===== config.mk =====
export PLATFORM = sky130hd
export DESIGN_NAME = masked_byte_pattern_scan_unit
export DESIGN_NICKNAME = d
export VERILOG_FILES = /design/src/sv/mbps_pkg.sv /design/src/sv/mbps_cell.sv /design/src/sv/masked_byte_pattern_scan_unit.sv
export SDC_FILE = /design/constraint.sdc
export NUM_CORES = 1
export LEC_CHECK = 0
export BUFFER_PORTS_ARGS = -buffer_cell sky130_fd_sc_hd__buf_2
export CAP_MARGIN = 20
export CORE_ASPECT_RATIO = 0.75
export CORE_MARGIN = 5
export CORE_UTILIZATION = 68
export DETAILED_ROUTE_END_ITERATION = 8
export PLACE_DENSITY = 0.87
export SETUP_SLACK_MARGIN = 0.15
export SLEW_MARGIN = 20
export SYNTH_ARGS = -nofsm -noshare
export SYNTH_HDL_FRONTEND = slang
export SYNTH_SLANG_ARGS = --single-unit

===== constraint.sdc =====
create_clock -name clk_i -period 11.8 [get_ports clk_i]
set_input_delay 3.54 -clock clk_i [delete_from_list [all_inputs] [get_ports clk_i]]
set_output_delay 3.54 -clock clk_i [all_outputs]
set_load 0.02 [all_outputs]

===== src/sv/mbps_pkg.sv =====
`timescale 1ns / 1ps

package mbps_pkg;

  // Window depth and offset width of the reported match address.
  localparam int MaxPattern = 16;
  localparam int OffsetBits = 32;

  // Pattern storage is fixed by the register layout: two 64-bit words.
  localparam int PatBytes = 16;
  localparam int LenW     = 5;
  localparam int CountW   = 32;
  localparam int AddrW    = 64;
  localparam int IdxW     = (MaxPattern > 1) ? $clog2(MaxPattern) : 1;
  localparam int CfgIdxW  = 3;

  localparam logic [AddrW-1:0] OffMask =
    (OffsetBits >= AddrW) ? {AddrW{1'b1}} : ((AddrW'(1) << OffsetBits) - AddrW'(1));

  typedef enum logic [CfgIdxW-1:0] {
    CfgPatLow  = 3'd0,
    CfgPatHigh = 3'd1,
    CfgCare    = 3'd2,
    CfgLength  = 3'd3,
    CfgBase    = 3'd4
  } cfg_idx_e;

  // Compare setup shared by every cell of the window.
  typedef struct packed {
    logic [PatBytes-1:0][7:0] pattern;
    logic [PatBytes-1:0]      care;
    logic [LenW-1:0]          eff_len;   // already clamped to 1..MaxPattern
  } cmp_cfg_t;

endpackage


===== src/sv/mbps_cell.sv =====
`timescale 1ns / 1ps

// One window slot: holds a byte and its fill flag, passes them to the older
// neighbor, and checks the incoming byte against its pattern position.
module mbps_cell (
  input  logic                         clk_i,
  input  logic                         rst_ni,
  input  logic                         shift_i,
  input  logic                         clear_i,
  input  logic [mbps_pkg::IdxW-1:0]    pos_i,
  input  mbps_pkg::cmp_cfg_t           cfg_i,
  input  logic [7:0]                   byte_i,
  input  logic                         fill_i,
  output logic [7:0]                   byte_o,
  output logic                         fill_o,
  output logic                         ok_o
);

  logic [7:0]                  byte_q;
  logic                        fill_q;
  logic [mbps_pkg::LenW:0]     sum;
  logic                        active;
  logic [mbps_pkg::IdxW-1:0]   pat_idx;
  logic [mbps_pkg::LenW:0]     pat_pos;
  logic [7:0]                  pat_byte;
  logic                        care;

  // Slot pos maps to pattern byte pos + len - MaxPattern when in use.
  assign sum      = (mbps_pkg::LenW+1)'(pos_i) + (mbps_pkg::LenW+1)'(cfg_i.eff_len);
  assign active   = (sum >= (mbps_pkg::LenW+1)'(mbps_pkg::MaxPattern));
  assign pat_pos  = sum - (mbps_pkg::LenW+1)'(mbps_pkg::MaxPattern);
  assign pat_idx  = pat_pos[mbps_pkg::IdxW-1:0];
  assign pat_byte = cfg_i.pattern[pat_idx];
  assign care     = cfg_i.care[pat_idx];

  assign ok_o = !active || (fill_i && (!care || (byte_i == pat_byte)));

  always_ff @(posedge clk_i or negedge rst_ni) begin
    if (!rst_ni) begin
      fill_q <= 1'b0;
    end else if (clear_i) begin
      fill_q <= 1'b0;
    end else if (shift_i) begin
      fill_q <= fill_i;
    end
  end

  always_ff @(posedge clk_i) begin
    if (shift_i) begin
      byte_q <= byte_i;
    end
  end

  assign byte_o = byte_q;
  assign fill_o = fill_q;

endmodule


===== src/sv/masked_byte_pattern_scan_unit.sv =====
`timescale 1ns / 1ps

// Channel   Dir  Handshake                 Payload
// ------    ---  ------------------------  ---------------------------------
// in        in   in_valid_i / in_stall_o   data_byte_i, last_byte_i
// out       out  out_valid_o / out_stall_i found_o, match_address_o
// cfg       in   cfg_valid_i / cfg_ready_o cfg_index_i, cfg_data_i
//
// One word per cycle is taken while the pipeline is not backed up; the
// sustained rate is one byte per clock, set by the window shift and the
// parallel compare across all cells.
// A result is registered after the compare (s1) and again after the
// address add (out stage); a stalled output can hold it in s1.
// Reset clears fill flags, counters and valids; registers return to their
// documented defaults. in_stall_o rises only when both result stages are
// full and out_stall_i is high. cfg_ready_o is always high.

module masked_byte_pattern_scan_unit (
  input  logic                              clk_i,
  input  logic                              rst_ni,
  // byte stream
  input  logic                              in_valid_i,
  output logic                              in_stall_o,
  input  logic [7:0]                        data_byte_i,
  input  logic                              last_byte_i,
  // results
  output logic                              out_valid_o,
  input  logic                              out_stall_i,
  output logic                              found_o,
  output logic [mbps_pkg::AddrW-1:0]        match_address_o,
  // register writes
  input  logic                              cfg_valid_i,
  output logic                              cfg_ready_o,
  input  logic [mbps_pkg::CfgIdxW-1:0]      cfg_index_i,
  input  logic [63:0]                       cfg_data_i
);

  localparam int N = mbps_pkg::MaxPattern;

  // ---------------- configuration registers ----------------
  logic [63:0]                 pat_low_q, pat_high_q;
  logic [15:0]                 care_q;
  logic [mbps_pkg::LenW-1:0]   len_q;
  logic [mbps_pkg::AddrW-1:0]  base_q;
  logic                        cfg_we;

  assign cfg_ready_o = 1'b1;
  assign cfg_we      = cfg_valid_i;

  always_ff @(posedge clk_i or negedge rst_ni) begin
    if (!rst_ni) begin
      pat_low_q  <= '0;
      pat_high_q <= '0;
      care_q     <= 16'hFFFF;
      len_q      <= mbps_pkg::LenW'(1);
      base_q     <= '0;
    end else if (cfg_we) begin
      unique case (cfg_index_i)
        mbps_pkg::CfgPatLow:  pat_low_q  <= cfg_data_i;
        mbps_pkg::CfgPatHigh: pat_high_q <= cfg_data_i;
        mbps_pkg::CfgCare:    care_q     <= cfg_data_i[15:0];
        mbps_pkg::CfgLength:  len_q      <= cfg_data_i[mbps_pkg::LenW-1:0];
        mbps_pkg::CfgBase:    base_q     <= cfg_data_i;
        default: ;  // unmapped index: write dropped
      endcase
    end
  end

  // Clamp length: zero acts as one, oversize acts as full window.
  logic [mbps_pkg::LenW-1:0] eff_len;
  always_comb begin
    priority if (len_q == '0) begin
      eff_len = mbps_pkg::LenW'(1);
    end else if (len_q > mbps_pkg::LenW'(N)) begin
      eff_len = mbps_pkg::LenW'(N);
    end else begin
      eff_len = len_q;
    end
  end

  mbps_pkg::cmp_cfg_t cmp_cfg;
  assign cmp_cfg.pattern = {pat_high_q, pat_low_q};
  assign cmp_cfg.care    = care_q;
  assign cmp_cfg.eff_len = eff_len;

  // ---------------- handshake and result stages ----------------
  // s1: compare result and raw offset. out: final word with address.
  logic                         s1_valid_q, s1_valid_d;
  logic                         s1_found_q, s1_found_d;
  logic [mbps_pkg::CountW-1:0]  s1_off_q,   s1_off_d;
  logic                         out_valid_q, out_valid_d;
  logic                         found_q;
  logic [mbps_pkg::AddrW-1:0]   addr_q;
  logic                         out_adv, s1_move, s1_free, accept;

  assign out_adv    = !out_valid_q || !out_stall_i;
  assign s1_move    = s1_valid_q && out_adv;
  assign s1_free    = !s1_valid_q || out_adv;
  assign in_stall_o = !s1_free;
  assign accept     = in_valid_i && s1_free;

  // ---------------- window: chain of cells ----------------
  // Slot N-1 holds the newest byte; the chain input is the arriving byte.
  logic [7:0] win_byte [N+1];
  logic       win_fill [N+1];
  logic [N-1:0] cell_ok;
  logic       match_done_q, match_done_d;
  logic       shift, clear;

  assign win_byte[N] = data_byte_i;
  assign win_fill[N] = 1'b1;
  assign shift = accept && !match_done_q;
  assign clear = accept && last_byte_i;

  for (genvar k = 0; k < N; k++) begin : g_cell
    mbps_cell u_cell (
      .clk_i   (clk_i),
      .rst_ni  (rst_ni),
      .shift_i (shift),
      .clear_i (clear),
      .pos_i   (mbps_pkg::IdxW'(k)),
      .cfg_i   (cmp_cfg),
      .byte_i  (win_byte[k+1]),
      .fill_i  (win_fill[k+1]),
      .byte_o  (win_byte[k]),
      .fill_o  (win_fill[k]),
      .ok_o    (cell_ok[k])
    );
  end

  // ---------------- region tracking ----------------
  logic [mbps_pkg::CountW-1:0] seen_q, seen_d, seen_inc;
  logic                        hit;

  assign seen_inc = (seen_q == '1) ? seen_q : seen_q + mbps_pkg::CountW'(1);
  // all active cells filled and matching
  assign hit = &cell_ok;

  always_comb begin
    seen_d       = seen_q;
    match_done_d = match_done_q;
    s1_valid_d   = s1_move ? 1'b0 : s1_valid_q;
    s1_found_d   = s1_found_q;
    s1_off_d     = s1_off_q;
    if (shift) begin
      seen_d = seen_inc;
      if (hit) begin
        match_done_d = 1'b1;
        s1_valid_d   = 1'b1;
        s1_found_d   = 1'b1;
        s1_off_d     = seen_inc - mbps_pkg::CountW'(eff_len);
      end else if (last_byte_i) begin
        s1_valid_d = 1'b1;
        s1_found_d = 1'b0;
        s1_off_d   = '0;
      end
    end
    if (clear) begin
      seen_d       = '0;
      match_done_d = 1'b0;
    end
  end

  always_ff @(posedge clk_i or negedge rst_ni) begin
    if (!rst_ni) begin
      seen_q       <= '0;
      match_done_q <= 1'b0;
      s1_valid_q   <= 1'b0;
      out_valid_q  <= 1'b0;
    end else begin
      seen_q       <= seen_d;
      match_done_q <= match_done_d;
      s1_valid_q   <= s1_valid_d;
      out_valid_q  <= out_valid_d;
    end
  end

  always_ff @(posedge clk_i) begin
    s1_found_q <= s1_found_d;
    s1_off_q   <= s1_off_d;
  end

  // ---------------- output stage: address add ----------------
  assign out_valid_d = s1_move ? 1'b1 : (out_adv ? 1'b0 : out_valid_q);

  always_ff @(posedge clk_i) begin
    if (s1_move) begin
      found_q <= s1_found_q;
      addr_q  <= s1_found_q
               ? base_q + (mbps_pkg::AddrW'(s1_off_q) & mbps_pkg::OffMask)
               : '0;
    end
  end

  assign out_valid_o     = out_valid_q;
  assign found_o         = found_q;
  assign match_address_o = addr_q;

endmodule

==> flow_summary.json <==
{
  "crit_chain": "buf_2 -> nand3_1 -> inv_1 -> buf_2",
  "fill_cells": 2727,
  "crit_path_frequent_cell": "buf_2",
  "dieArea_sq_um": 48460,
  "critPathSlowestCell": "buf_2",
  "timing.hold.ws_ps": 471.7,
  "grt_pass1_vias": 24019,
  "path_class": "in2out",
  "outcome": "completed",
  "grt_use_total": 0.4348,
  "pre_cts_ws_ps": 4195,
  "antenna_found_initial": 6,
  "critPathRequiredTime_ps": 8260,
  "cp-end-kind": "primary output",
  "finClkSkew_ps": 16.83,
  "power_density_nw_per_um2": 229.3,
  "grt_remaining_overflow": 0,
  "maxSlewHeadroom": 0.1161,
  "p_leak_nw": 13.00,
  "arrival_ps": 4060,
  "cts_sinks": 481,
  "cts_setup_buffers": 0,
  "die-height_microns": 191.9,
  "grt_pass1_wl_mm": 156.8,
  "layout_common_cells": "dfrtp_1 (246), mux2_2 (226), edfxtp_1 (218), nand2_1 (208), a21oi_1 (151)",
  "clk_pin_slew_ps": 60,
  "viasPerCell": 7.462,
  "clk_latency_ps": 620,
  "synth_edf_count": 218,
  "slew_viol_final": 0,
  "syn-instance-count": 2680,
  "r2r_cells": 18,
  "die_x_microns": 252.5,
  "setup_tns_ps": 0,
  "slowest_delay_ps": 160,
  "yosysSeqAreaShare": 0.4383,
  "ios": 149,
  "final_nets": 2873,
  "wl_per_cell_microns": 31.75,
  "max_freq_mhz": 131.6,
  "async_flop_share": 0.5468,
  "area_delta_synth_final_pct": 9.013,
  "hp-class": "reg2reg",
  "cts_buffer_depth": 3,
  "max-cap-violations": 0,
  "setup_viol": 0,
  "cts_tree": "done",
  "synth_cell_types": 87,
  "htreeDepth": 2,
  "layout_commonest_cell": "dfrtp_1",
  "port-buffer-count": 147,
  "drt_iter0_drc": 3981,
  "post_cts_resize_count": 0,
  "hold_viol": 0,
  "remaining_drc_errors": 0,
  "startpoint_type": "input pin",
  "crit_fanout": 4,
  "antenna_cells": 0,
  "yosysWarnings": 0,
  "worstMarginPinSlew_ps": 1308,
  "rsz0062_at_grt": "false",
  "synth_top_area_cell": "edfxtp_1",
  "ant_nets": 0,
  "syn_area_sq_um": 30000,
  "postCtsHoldBufs": 0,
  "worst_slack_ps": 4201,
  "synth_ff_type": "dfrtp_1",
  "wirelength_mm": 106.8,
  "grt_max_degree": 153,
  "drive_gt1_frac": 0.2326,
  "gp_congestion": 1.114,
  "period_share": 0.6440,
  "ir_drop_mv": 0.1937,
  "yosys-top-cells-area": "edfxtp_1 (22%), dfrtp_1 (21%), mux2_2 (8.5%)",
  "numCtsBuffers": 47,
  "min_period_ps": 7599,
  "root_buffer": "clkbuf_16",
  "syn_nets": 2805,
  "num_rows": 66,
  "hold-path-cell-count": 0,
  "synth-seq-cells": 481,
  "core_area_sq_um": 43520,
  "hpwl_mm": 78.62,
  "drt_first_pass_iters": 6,
  "start_util": 0.6894,
  "vias": 25101,
  "synth_top_area_share": 0.2182,
  "avgSynthCellArea_sq_um": 11.19
}
[cell families after synthesis]
logic type / after synthesis / synth area share
and+or+nand+nor: 676 / 0.1126
AOI/OAI and AO/OA: 614 / 0.1398
DFF: 481 / 0.4383
muxes: 454 / 0.1993
buffers and inverters: 206 / 0.03141
xor gates and xnor gates: 203 / 0.05926
adders and majority gates: 45 / 0.01918
other: 1 / 0.0001250
[cells in the mapped netlist, types with 9 or more instances]
library cell	number
nor4_1	39
ha_1	42
mux2i_1	136
dfstp_2	17
a21o_1	36
a31oi_1	9
buf_6	9
xor2_1	72
dfrtp_1	246
and2_1	59
a32o_1	21
or3_1	14
o22ai_1	45
a21oi_1	153
and4_1	9
o21a_1	20
a221oi_1	27
buf_1	11
a22o_1	17
o31ai_1	14
a22oi_1	84
buf_4	11
inv_1	30
edfxtp_1	218
o21ai_0	70
buf_2	44
a2111oi_0	10
xnor2_1	131
nand4_1	29
mux2_2	226
and3_1	52
mux4_2	92
nor2_1	133
clkbuf_1	96
nand3_1	45
a211oi_1	47
nand2_1	208
nor3_1	34
[registers in the layout, summed over array words and instances, names as in the netlist]
name,cells
base_q,64
care_q,16
found_o,1
g_cell.u_cell.byte_o,120
g_cell.u_cell.fill_o,15
len_q,5
match_address_o,64
match_done_q,1
out_valid_o,1
pat_high_q,64
pat_low_q,64
s1_found_q,1
s1_off_q,32
s1_valid_q,1
seen_q,32
[report_power, final]
group	total (mW)	leakage (nW)	internal, mW	switching [mW]
clock	1.56	0.773	0.861	0.701
combinational	3.62	6.89	1.36	2.26
sequential	2.31	5.33	2.01	0.297
total	7.50	13.0	4.24	3.26
[worst max-delay path: cells and delay by family]
family	cells	cell delay, ps
AND/OR/NAND/NOR	1	140
buffers and inverters	3	380
[layout make-up]
class / count / area [sq um] / share of cell area
Tap cell: 578 / 723.2 / 0.02211
Multi-Input combinational cell: 1993 / 16040 / 0.4906
Clock inverter: 20 / 185.2 / 0.005662
Inverter: 35 / 138.9 / 0.004247
Sequential cell: 481 / 13150 / 0.4021
Timing Repair Buffer: 190 / 1092 / 0.03340
Clock buffer: 67 / 1373 / 0.04197
[layer usage]
metal | global-route usage | up-vias | part of all wire | routed length [microns]
met5 | 0 | - | 0.00012 | 13
met2 | 0.6257 | 1997 | 0.42 | 44620
met3 | 0.2059 | 377 | 0.17 | 17850
met4 | 0.1849 | 2 | 0.054 | 5749
li1 | - | 10364 | - | -
met1 | 0.5690 | 12361 | 0.36 | 38580
[through the flow]
stage	cells	power [mW]	cell area [sq um]	utilization
2_1_floorplan	2680	4.559	30000	-
3_5_place_dp	3274	5.701	31110	0.7148
6_report	3364	7.498	32700	0.7515
5_1_grt	3364	7.689	32700	0.7515
4_1_cts	3361	7.265	32670	0.7506
3_3_place_gp	3273	5.595	31090	0.7143
[final timing paths]
path / slack (ps) / endpoint / start
setup reg to reg: 4250 / s1_off_q[21] / len_q[4]
hold / removal: 470 / g_cell[12].u_cell.byte_o[3] / g_cell[13].u_cell.byte_o[3]
min in group asynchronous: 2960 / seen_q[11] / rst_ni
hold reg to reg: 470 / g_cell[12].u_cell.byte_o[3] / g_cell[13].u_cell.byte_o[3]
setup / recovery: 4200 / in_stall_o / out_stall_i
max in group asynchronous: 7450 / pat_high_q[53] / rst_ni
Note: power is estimated with default switching activity, not from simulation.
